==> src/rtl/dsc_pkg.sv <==
// shared types and constants of the deadlock safety check block
package dsc_pkg;

    // item codes carried on the mode port
    typedef enum logic [1:0] {
        OP_AVAIL   = 2'd0,
        OP_ALLOC   = 2'd1,
        OP_REQUEST = 2'd2,
        OP_CHECK   = 2'd3
    } op_t;

    localparam int THREAD_IDX_W = 4;
    localparam int RES_IDX_W    = 3;
    localparam int COUNT_W      = 8;
    localparam int WORK_W       = 13;
    localparam logic [WORK_W-1:0] WORK_MAX = '1;

    // command queue between front and back
    localparam int QUEUE_DEPTH = 2;
    localparam int QPTR_W      = 1;

    typedef struct packed {
        op_t                     op;
        logic [THREAD_IDX_W-1:0] thread;
        logic [RES_IDX_W-1:0]    res;
        logic [COUNT_W-1:0]      value;
    } cmd_t;

    // back end sequencer states
    typedef enum logic [1:0] {
        BK_CLEAR,
        BK_IDLE,
        BK_SCAN
    } back_state_t;

endpackage

==> src/rtl/deadlock_safety_check_core.sv <==
// top level of the deadlock safety check block
//
//  channel   direction  handshake            payload
//  command   in         start high, busy low mode, thread_index, resource_index, count_value
//  result    out        done strobe          deadlocked
//
// unless busy, loads are taken one per cycle and reach the stores at the edge they leave the queue
// a check scans the thread rows in passes in the back end, one thread row per cycle
// from the count memories; passes is at most THREADS + 1, result strobes the cycle after the last pass
// after reset the back end clears both count memories, one row per cycle, and busy stays
// high during that time
// busy also rises while the two-entry command queue is full; results cannot be stalled
module deadlock_safety_check_core
    import dsc_pkg::*;
#(
    parameter int THREADS   = 16,
    parameter int RESOURCES = 8
)
(
    input  logic                    clk,
    input  logic                    rst_n,
    input  logic                    start,
    output logic                    busy,
    input  logic [1:0]              mode,
    input  logic [THREAD_IDX_W-1:0] thread_index,
    input  logic [RES_IDX_W-1:0]    resource_index,
    input  logic [COUNT_W-1:0]      count_value,
    output logic                    done,
    output logic                    deadlocked
);

    logic q_full;
    logic q_valid;
    logic q_pop;
    logic push;
    logic clearing;
    cmd_t push_cmd;
    cmd_t q_head;

    // decode and range check
    dsc_front #(
        .THREADS   (THREADS),
        .RESOURCES (RESOURCES)
    ) u_front (
        .start          (start),
        .mode           (mode),
        .thread_index   (thread_index),
        .resource_index (resource_index),
        .count_value    (count_value),
        .q_full         (q_full),
        .clearing       (clearing),
        .busy           (busy),
        .push           (push),
        .push_cmd       (push_cmd)
    );

    // command queue
    dsc_queue u_queue (
        .clk      (clk),
        .rst_n    (rst_n),
        .push     (push),
        .push_cmd (push_cmd),
        .pop      (q_pop),
        .full     (q_full),
        .valid    (q_valid),
        .head     (q_head)
    );

    // stores and check sequencer
    dsc_back #(
        .THREADS   (THREADS),
        .RESOURCES (RESOURCES)
    ) u_back (
        .clk        (clk),
        .rst_n      (rst_n),
        .q_valid    (q_valid),
        .q_head     (q_head),
        .q_pop      (q_pop),
        .clearing   (clearing),
        .done       (done),
        .deadlocked (deadlocked)
    );

endmodule

==> src/rtl/dsc_front.sv <==
// front end: takes transactions, decodes them and drops out-of-range loads
module dsc_front
    import dsc_pkg::*;
#(
    parameter int THREADS   = 16,
    parameter int RESOURCES = 8
)
(
    input  logic                    start,
    input  logic [1:0]              mode,
    input  logic [THREAD_IDX_W-1:0] thread_index,
    input  logic [RES_IDX_W-1:0]    resource_index,
    input  logic [COUNT_W-1:0]      count_value,
    input  logic                    q_full,
    input  logic                    clearing,
    output logic                    busy,
    output logic                    push,
    output cmd_t                    push_cmd
);

    logic accept;
    logic res_ok;
    logic thr_ok;
    logic keep;
    op_t  op;

    // stall while the queue is full or the stores are being cleared
    assign busy   = q_full | clearing;
    assign accept = start & ~busy;

    // range checks against the configured array sizes
    assign res_ok = ({{(32-RES_IDX_W){1'b0}}, resource_index} < 32'(RESOURCES));
    assign thr_ok = ({{(32-THREAD_IDX_W){1'b0}}, thread_index} < 32'(THREADS));
    assign op     = op_t'(mode);

    // classify the transaction
    always_comb
    begin
        case (op)
            OP_CHECK: keep = 1'b1;
            OP_AVAIL: keep = res_ok;
            default:  keep = res_ok & thr_ok;
        endcase
    end

    assign push           = accept & keep;
    assign push_cmd.op     = op;
    assign push_cmd.thread = thread_index;
    assign push_cmd.res    = resource_index;
    assign push_cmd.value  = count_value;

endmodule

==> src/rtl/dsc_queue.sv <==
// short command queue that decouples the front end from the back end
module dsc_queue
    import dsc_pkg::*;
(
    input  logic clk,
    input  logic rst_n,
    input  logic push,
    input  cmd_t push_cmd,
    input  logic pop,
    output logic full,
    output logic valid,
    output cmd_t head
);

    cmd_t              slots_reg [QUEUE_DEPTH];
    logic [QPTR_W-1:0] wr_ptr_reg;
    logic [QPTR_W-1:0] wr_ptr_next;
    logic [QPTR_W-1:0] rd_ptr_reg;
    logic [QPTR_W-1:0] rd_ptr_next;
    logic [QPTR_W:0]   count_reg;
    logic [QPTR_W:0]   count_next;

    assign full  = (count_reg == (QPTR_W+1)'(QUEUE_DEPTH));
    assign valid = (count_reg != '0);
    assign head  = slots_reg[rd_ptr_reg];

    // pointer and fill count update
    always_comb
    begin
        wr_ptr_next = wr_ptr_reg;
        rd_ptr_next = rd_ptr_reg;
        count_next  = count_reg;
        if (push)
        begin
            wr_ptr_next = (wr_ptr_reg == QPTR_W'(QUEUE_DEPTH-1)) ? '0 : wr_ptr_reg + 1'b1;
        end
        if (pop)
        begin
            rd_ptr_next = (rd_ptr_reg == QPTR_W'(QUEUE_DEPTH-1)) ? '0 : rd_ptr_reg + 1'b1;
        end
        case ({push, pop})
            2'b10:   count_next = count_reg + 1'b1;
            2'b01:   count_next = count_reg - 1'b1;
            default: count_next = count_reg;
        endcase
    end

    // control registers
    always_ff @(posedge clk or negedge rst_n)
    begin
        if (!rst_n)
        begin
            wr_ptr_reg <= '0;
            rd_ptr_reg <= '0;
            count_reg  <= '0;
        end
        else
        begin
            wr_ptr_reg <= wr_ptr_next;
            rd_ptr_reg <= rd_ptr_next;
            count_reg  <= count_next;
        end
    end

    // slot storage
    always_ff @(posedge clk)
    begin
        if (push)
        begin
            slots_reg[wr_ptr_reg] <= push_cmd;
        end
    end

endmodule

==> src/rtl/dsc_back.sv <==
// back end: count stores, work vector and the thread pass sequencer
module dsc_back
    import dsc_pkg::*;
#(
    parameter int THREADS   = 16,
    parameter int RESOURCES = 8
)
(
    input  logic clk,
    input  logic rst_n,
    input  logic q_valid,
    input  cmd_t q_head,
    output logic q_pop,
    output logic clearing,
    output logic done,
    output logic deadlocked
);

    localparam int TW    = (THREADS > 1) ? $clog2(THREADS) : 1;
    localparam int RW    = (RESOURCES > 1) ? $clog2(RESOURCES) : 1;
    localparam int ROW_W = RESOURCES * COUNT_W;
    localparam logic [TW-1:0] LAST_T = TW'(THREADS - 1);

    back_state_t state_reg;
    back_state_t state_next;

    logic [TW-1:0]      clr_ptr_reg;
    logic [TW-1:0]      clr_ptr_next;
    logic [TW-1:0]      eval_t_reg;
    logic [TW-1:0]      eval_t_next;
    logic               progress_reg;
    logic               progress_next;
    logic [COUNT_W-1:0] avail_reg  [RESOURCES];
    logic [COUNT_W-1:0] avail_next [RESOURCES];
    logic [WORK_W-1:0]  work_reg   [RESOURCES];
    logic [WORK_W-1:0]  work_next  [RESOURCES];
    logic [THREADS-1:0] finish_reg;
    logic [THREADS-1:0] finish_next;
    logic               done_reg;
    logic               done_next;
    logic               dead_reg;
    logic               dead_next;

    // row-wide count memories, one row per thread
    logic [ROW_W-1:0]   alloc_mem [THREADS];
    logic [ROW_W-1:0]   req_mem   [THREADS];
    logic [ROW_W-1:0]   alloc_rd_reg;
    logic [ROW_W-1:0]   req_rd_reg;
    logic               alloc_we;
    logic               req_we;
    logic [TW-1:0]      mem_addr;
    logic [RESOURCES-1:0] mem_mask;
    logic [ROW_W-1:0]   mem_data;
    logic [TW-1:0]      rd_addr;

    // command index conversion to the store address widths
    logic [TW+THREAD_IDX_W-1:0] thr_wide;
    logic [RW+RES_IDX_W-1:0]    res_wide;
    logic [TW-1:0]              cmd_thr;
    logic [RW-1:0]              cmd_res;
    logic [RESOURCES-1:0]       res_onehot;

    // row evaluation
    logic [RESOURCES-1:0] fits_vec;
    logic [WORK_W-1:0]    released [RESOURCES];
    logic                 fits;
    logic                 last_t;
    logic                 pass_prog;
    logic [THREADS-1:0]   finish_upd;

    assign thr_wide = {{TW{1'b0}}, q_head.thread};
    assign res_wide = {{RW{1'b0}}, q_head.res};
    assign cmd_thr  = thr_wide[TW-1:0];
    assign cmd_res  = res_wide[RW-1:0];

    // per-resource compare and saturating release
    always_comb
    begin
        for (int r = 0; r < RESOURCES; r++)
        begin
            logic [COUNT_W-1:0] req_c;
            logic [COUNT_W-1:0] alloc_c;
            logic [WORK_W:0]    sum;
            req_c         = req_rd_reg[r*COUNT_W +: COUNT_W];
            alloc_c       = alloc_rd_reg[r*COUNT_W +: COUNT_W];
            fits_vec[r]   = ({{(WORK_W-COUNT_W){1'b0}}, req_c} <= work_reg[r]);
            sum           = {1'b0, work_reg[r]} + {{(WORK_W+1-COUNT_W){1'b0}}, alloc_c};
            released[r]   = sum[WORK_W] ? WORK_MAX : sum[WORK_W-1:0];
            res_onehot[r] = (cmd_res == RW'(r));
        end
    end

    assign fits      = (&fits_vec) & ~finish_reg[eval_t_reg];
    assign last_t    = (eval_t_reg == LAST_T);
    assign pass_prog = progress_reg | fits;

    always_comb
    begin
        finish_upd = finish_reg;
        if (fits)
        begin
            finish_upd[eval_t_reg] = 1'b1;
        end
    end

    // next state
    always_comb
    begin
        state_next = state_reg;
        case (state_reg)
            BK_CLEAR:
            begin
                if (clr_ptr_reg == LAST_T)
                begin
                    state_next = BK_IDLE;
                end
            end
            BK_IDLE:
            begin
                if (q_valid && (q_head.op == OP_CHECK))
                begin
                    state_next = BK_SCAN;
                end
            end
            BK_SCAN:
            begin
                if (last_t && !pass_prog)
                begin
                    state_next = BK_IDLE;
                end
            end
            default: state_next = BK_IDLE;
        endcase
    end

    // outputs and datapath updates
    always_comb
    begin
        q_pop         = 1'b0;
        alloc_we      = 1'b0;
        req_we        = 1'b0;
        mem_addr      = cmd_thr;
        mem_mask      = res_onehot;
        mem_data      = {RESOURCES{q_head.value}};
        clr_ptr_next  = clr_ptr_reg;
        eval_t_next   = eval_t_reg;
        progress_next = progress_reg;
        avail_next    = avail_reg;
        work_next     = work_reg;
        finish_next   = finish_reg;
        done_next     = 1'b0;
        dead_next     = 1'b0;
        case (state_reg)
            BK_CLEAR:
            begin
                alloc_we     = 1'b1;
                req_we       = 1'b1;
                mem_addr     = clr_ptr_reg;
                mem_mask     = '1;
                mem_data     = '0;
                clr_ptr_next = clr_ptr_reg + 1'b1;
            end
            BK_IDLE:
            begin
                if (q_valid)
                begin
                    q_pop = 1'b1;
                    case (q_head.op)
                        OP_AVAIL:   avail_next[cmd_res] = q_head.value;
                        OP_ALLOC:   alloc_we = 1'b1;
                        OP_REQUEST: req_we = 1'b1;
                        OP_CHECK:
                        begin
                            for (int r = 0; r < RESOURCES; r++)
                            begin
                                work_next[r] = {{(WORK_W-COUNT_W){1'b0}}, avail_reg[r]};
                            end
                            finish_next   = '0;
                            eval_t_next   = '0;
                            progress_next = 1'b0;
                        end
                        default: q_pop = 1'b1;
                    endcase
                end
            end
            BK_SCAN:
            begin
                if (fits)
                begin
                    work_next = released;
                end
                finish_next = finish_upd;
                if (last_t)
                begin
                    eval_t_next   = '0;
                    progress_next = 1'b0;
                    if (!pass_prog)
                    begin
                        done_next = 1'b1;
                        dead_next = ~(&finish_upd);
                    end
                end
                else
                begin
                    eval_t_next   = eval_t_reg + 1'b1;
                    progress_next = pass_prog;
                end
            end
            default: q_pop = 1'b0;
        endcase
    end

    // the row read each cycle is the thread evaluated next cycle
    assign rd_addr = eval_t_next;

    // control and work registers
    always_ff @(posedge clk or negedge rst_n)
    begin
        if (!rst_n)
        begin
            state_reg    <= BK_CLEAR;
            clr_ptr_reg  <= '0;
            eval_t_reg   <= '0;
            progress_reg <= 1'b0;
            finish_reg   <= '0;
            done_reg     <= 1'b0;
            dead_reg     <= 1'b0;
            for (int r = 0; r < RESOURCES; r++)
            begin
                avail_reg[r] <= '0;
                work_reg[r]  <= '0;
            end
        end
        else
        begin
            state_reg    <= state_next;
            clr_ptr_reg  <= clr_ptr_next;
            eval_t_reg   <= eval_t_next;
            progress_reg <= progress_next;
            finish_reg   <= finish_next;
            done_reg     <= done_next;
            dead_reg     <= dead_next;
            avail_reg    <= avail_next;
            work_reg     <= work_next;
        end
    end

    // count memories with per-resource write enables and registered read
    always_ff @(posedge clk)
    begin
        for (int r = 0; r < RESOURCES; r++)
        begin
            if (alloc_we && mem_mask[r])
            begin
                alloc_mem[mem_addr][r*COUNT_W +: COUNT_W] <= mem_data[r*COUNT_W +: COUNT_W];
            end
            if (req_we && mem_mask[r])
            begin
                req_mem[mem_addr][r*COUNT_W +: COUNT_W] <= mem_data[r*COUNT_W +: COUNT_W];
            end
        end
        alloc_rd_reg <= alloc_mem[rd_addr];
        req_rd_reg   <= req_mem[rd_addr];
    end

    assign clearing   = (state_reg == BK_CLEAR);
    assign done       = done_reg;
    assign deadlocked = dead_reg;

endmodule

==> config.mk <==
export PLATFORM = sky130hd
export DESIGN_NAME = deadlock_safety_check_core
export DESIGN_NICKNAME = d
export VERILOG_FILES = /design/src/rtl/dsc_pkg.sv /design/src/rtl/deadlock_safety_check_core.sv /design/src/rtl/dsc_front.sv /design/src/rtl/dsc_queue.sv /design/src/rtl/dsc_back.sv
export SDC_FILE = /design/constraint.sdc
export NUM_CORES = 2
export LEC_CHECK = 0
export BUFFER_PORTS_ARGS = -buffer_cell sky130_fd_sc_hd__buf_2
export CAP_MARGIN = 10
export CORE_MARGIN = 2
export CORE_UTILIZATION = 45
export CTS_CLUSTER_SIZE = 20
export DETAILED_ROUTE_END_ITERATION = 8
export SLEW_MARGIN = 20
export SYNTH_ARGS = -nofsm -noshare
export SYNTH_HDL_FRONTEND = slang
export SYNTH_HIERARCHICAL = 1
export SYNTH_SLANG_ARGS = --single-unit
export TNS_END_PERCENT = 30
==> constraint.sdc <==
create_clock -name clk -period 14.4 [get_ports clk]
set_clock_uncertainty 0.05 [all_clocks]
set_input_delay 2.16 -clock clk [delete_from_list [all_inputs] [get_ports clk]]
set_output_delay 2.16 -clock clk [all_outputs]
set_load 0.05 [all_outputs]
Yosys cells after proc, flatten, opt, wreduce, memory -nomap -nowiden:

Memory sizes are Yosys's and may differ from the RTL's. A register that Yosys moved wholly into a read port is not among the register bits.
Cells that the tools add are included.

* bits in registers: 201
* bits in writable memories: 2082
* input bits: 20
* output and inout port bits: 3
* logic and storage cells: 209
* memories kept: 3

Memories
* u_back.alloc_mem: depth 16, bits a word 64, rd ports 1, clocked after Yosys merged registers in 1, write ports 1, RTL line dsc_back.sv:45 `logic [ROW_W-1:0] alloc_mem [THREADS];`
* u_back.req_mem: depth 16, bits a word 64, rd ports 1, clocked after Yosys merged registers in 1, write ports 1, RTL line dsc_back.sv:46 `logic [ROW_W-1:0] req_mem [THREADS];`
* u_queue.slots_reg: depth 2, bits a word 17, rd ports 1, clocked after Yosys merged registers in 0, write ports 1, RTL line dsc_queue.sv:15 `cmd_t slots_reg [QUEUE_DEPTH];`

* $add $sub $neg: 14
* order comparisons: 12
* equal/unequal tests: 23
* muxes and demuxes: 89
* bitwise logic cells: 9
* reduce and logical (&&, ||, !) cells: 33

Operators with widths (count)
* 104-bit two-way mux: 3
* 104-bit case mux with 2 select lines: 1
* 13-bit by 8-bit adder with 14-bit output: 8
* 8-bit by 13-bit less-or-equal comparator with 1-bit output: 8
* 13-bit two-way mux: 8
* 64-bit bitwise mux: 1
* 64-bit two-way mux: 1
* 1-bit two-way mux: 53
* 16-bit two-way mux: 3
* 16-bit case mux with 2 select lines: 1
* 8-bit demux with 3-bit select: 1
* 1-bit logical AND: 20
* 4-bit two-way mux: 4
* 8-bit two-way mux: 2
* 16-bit OR: 1
* 16-bit AND reduction: 1
* 3-bit equality test, second input constant: 4
* 2-bit by 1-bit inequality test with 1-bit output, second input constant: 6
* 2-bit equality test, second input constant: 5
* 3-bit AND reduction: 3
* 4-bit by 1-bit adder with 4-bit output, second input constant: 2
* 4-bit equality test, second input constant: 2
* 4-bit case mux with 2 select lines: 1
* 8-bit AND reduction: 1
* other kinds (25): 40

Depth between registers and ports, before layout:

* depth in word-level cells: 11
* gate-level depth with buffers: 14
* gate-level depth less buffers: 10

Hierarchy:

Netlist, hierarchy kept.

Modules (own cells, without submodules)
* dsc_back: instances 1, cells each 7787, area each 96963.0 µm², sequential area each 68991.2 µm²
* dsc_queue: instances 1, cells each 69, area each 1463.9 µm², sequential area each 1121.1 µm²
* dsc_front: instances 1, cells each 19, area each 141.4 µm², sequential area each 0.0 µm²

Worst setup path after synthesis:

No wires, ideal clock.

* kind: reg-to-reg
* from: reg u_back.state_reg[0]
* to: mem u_back/alloc_mem[0][10] (netlist bit) (data pin)
* setup time: 1.458 ns
* data arrival time: 7.483 ns
* data required time: 12.892 ns
* setup slack: 5.409 ns
* stages on the path, launching flop included: 7
* buffers on the path: 3
* period minus slack after synthesis: 8.991 ns
* path through: dfrtp_1 inv_1 ha_1 clkbuf_1 clkbuf_1 clkbuf_1 nor2b_1

* word-level cells in the longest chain between the ends: 2

RTL lines
* start, declared: RTL line dsc_back.sv:24 `back_state_t state_reg;`
* start signal, assigned: RTL line dsc_back.sv:236 `state_reg <= state_next;`
* 2-bit logical NOT
* named net clearing: RTL line deadlock_safety_check_core.sv:36 `logic clearing;`
* 64-bit two-way mux: RTL line dsc_back.sv:153 `case (state_reg)`
* named net u_back.mem_data[10]: RTL line dsc_back.sv:53 `logic [ROW_W-1:0] mem_data;`
* end, declared: RTL line dsc_back.sv:45

The timed path passes the listed nets, and every way through them passes these cells.

==> qor.yml <==
outcome:
  outcome: "finished, final reports clean"
sta:
  finalCritPeriodShare: 0.4641
  max_slew_margin: 0.2397
  fin_crit_ns: 6.683
  finalSetupViolCount: 0
  rsz0062_at_grt: "no"
  whs_ns: 0.4507
  max_freq_mhz: 149.6
  hold_viol: 0
  tns_ns: 0
  worst_slack_ns: 7.717
  slew_viol_final: 0
  tightestPinTransition_ns: 1.138
critical_path:
  arrival_ns: 7.45
  worstPathCellList: "mux2_2 > nand3_1 > a21bo_1 > a22oi_2 > buf_12 > buf_4 > buf_4 > buf_4 > nand2_1 > and3_1 > a311oi_1 > a311oi_1 > a21oi_1"
  path_max_fanout: 182
  cp_slowest_cell: "dfrtp_1"
  startpoint_type: "register"
  required_ns: 15.16
  cpMostUsedCell: "buf_4"
  worstSetupPathType: "reg -> reg"
  max_stage_delay_ns: 0.94
  end_kind: "register"
logic_synthesis:
  synthMostInstantiatedCell: "nand2_1"
  synth_area_sq_um: 98570
  synth_flop_cell: "edfxtp_1"
  synth_edf_count: 2082
  synthTopCellsByCount: "nand2_1 (2154), edfxtp_1 (2082), nand3_1 (541), clkbuf_1 (462), a311oi_1 (384)"
  synth.avg_cell_area_sq_um: 12.52
  ys_types: 71
  synthArstFlopShare: 0.08337
  yosys.area.top_type: "edfxtp_1"
  postSynthCellCount: 7875
  yosysSeqAreaShare: 0.7113
  syn-num-nets: 8040
  ys_ff_latch: 2411
  yosysWarnings: 6
  synth_top_area_frac: 0.6343
  synth.area.top_cells: "edfxtp_1 (63%), nand2_1 (8.2%), dfrtp_1 (5.1%)"
clock_network:
  clock_tree.buffer_depth: 3
  cts_htree_levels: 4
  holdBufCountCts: 0
  clk_pin_slew_ns: 0.06
  cts_buffers: 232
  post_cts_buffers: 0
  cts-root-buf: "clkbuf_16"
  clock_latency_ns: 0.89
  cts_resized: 0
  cts_tree: "built"
  cts_sinks: 2411
global_route:
  grt_usage: 0.2337
  grt_pass1_vias: 60487
  grt_overflow: 0
  grt_first_pass_wirelength_mm: 395.7
  antenna_found_initial: 15
  grt_max_degree: 183
route:
  wirelength_mm: 265.0
  vias_per_cell: 5.887
  vias: 63377
  dr.pass1.iters: 5
  wl_per_cell_um: 24.61
  postRouteAntennaNets: 0
  drtIter0Drc: 7473
  drcViolationCount: 0
final_layout:
  layout.nets: 7858
  drive_gt1_frac: 0.07720
  stdcell_count: 10765
  multi_input_area_sq_um: 26090
  utilization: 0.5010
  area_growth_pct: 10.49
  layout.area.seq_sq_um: 70110
  nFillCells: 18566
  design_area_sq_um: 108900
floorplan:
  fp-row-count: 171
  die_w_um: 472.0
  core_sq_um: 217400
  die-area_sq_um: 222800
  die_y_um: 472.0
  start_util: 0.4534
  num_io_pins: 23
power_and_ir_drop:
  p_leak_nw: 38.22
  peakVddDrop_mv: 0.2612
  power_density_nw_per_um2: 220.8
  p_total_mw: 24.05
placement:
  place_hpwl_mm: 143.9
  dp_cells: 10310
  port_buffers: 22
  place_ws_ns: 7.773
  place_congestion: 0.8372
  place_area_sq_um: 101200
worst_hold_path:
  hold_class: "reg -> reg"
flow_run:
  drv_cap: 0
==> report_power, final <==
group          switching, mW  total (mW)  leakage [nW]  internal (mW)
Clock                   2.65        6.12          3.77           3.48
Sequential             0.380        9.66          22.6           9.27
Combinational           6.06        8.28          11.8           2.22
Total                   9.08        24.1          38.2           15.0
==> cell type report <==
class | count | share of cell area
diodes | 9 | 0.0002068
clock buffers | 328 | 0.06050
clock inverters | 115 | 0.01002
inverters | 108 | 0.003860
multi-input cells | 4824 | 0.2396
flip-flops and latches | 2411 | 0.6438
well taps | 2854 | 0.03279
repair buffers | 116 | 0.009294
==> worst max-delay path: cells and delay by family, from the launching register on <==
family          cells  cell delay, ns
flops               1            0.94
buf+inv             4            3.04
simple gates        3            0.45
mux                 1            0.38
compound gates      5            1.43
==> layout by cell type, fill, tap and decap left out, types with 29 or more instances in the layout <==
cell type	Yosys	routed
nand3_1	541	541
clkbuf_16	0	234
a311oi_1	384	384
edfxtp_1	2082	2082
clkbuf_8	0	39
dfxtp_1	128	128
a21oi_1	213	213
xnor2_1	32	32
nor3_1	29	29
a31oi_1	149	148
clkbuf_1	462	56
o21ai_0	105	105
mux2_2	74	74
clkinv_2	0	46
nand2_1	2154	2138
buf_4	26	79
a21o_1	37	37
inv_1	106	106
and3_1	273	273
nor2_1	343	342
dfrtp_1	201	201
o221ai_1	60	60
clkinv_1	0	31
ha_1	137	135
==> worst paths after layout <==
kind | start | endpoint | slack (ns) | depth (start not counted)
max in group asynchronous | rst_n | u_back/work_reg[28] | 11.56 | 2
hold / removal | u_queue/count_reg[1] | u_queue/count_reg[1] | 0.45 | 1
setup / recovery | u_queue/rd_ptr_reg | u_back/alloc_rd_reg[30] | 7.72 | 13
hold reg to reg | u_queue/count_reg[1] | u_queue/count_reg[1] | 0.45 | 1
setup reg to reg | u_queue/rd_ptr_reg | u_back/alloc_rd_reg[30] | 7.72 | 13
min in group asynchronous | rst_n | u_back/done | 1.22 | 1
==> layer usage <==
| metal | vias up | track usage | wire (um) |
|---|---|---|---|
| li1 | 28570 | - | - |
| met2 | 2540 | 0.3598 | 121900 |
| met4 | 0 | 0.06755 | 6856 |
| met1 | 31882 | 0.3461 | 116200 |
| met5 | - | 0 | 0 |
| met3 | 385 | 0.03322 | 20080 |
==> cells by family after synthesis <==
group / count (synthesis) / share of synthesized area
AO/OA/AOI/OAI: 1090 / 0.07930
XOR/XNOR: 48 / 0.004265
adder cells (fa/ha/maj): 145 / 0.01902
buffers and inverters: 640 / 0.02586
flip-flops: 2411 / 0.7113
multiplexers: 89 / 0.01107
AND/OR/NAND/NOR: 3452 / 0.1492
Note: power is estimated with default switching activity, not from simulation.
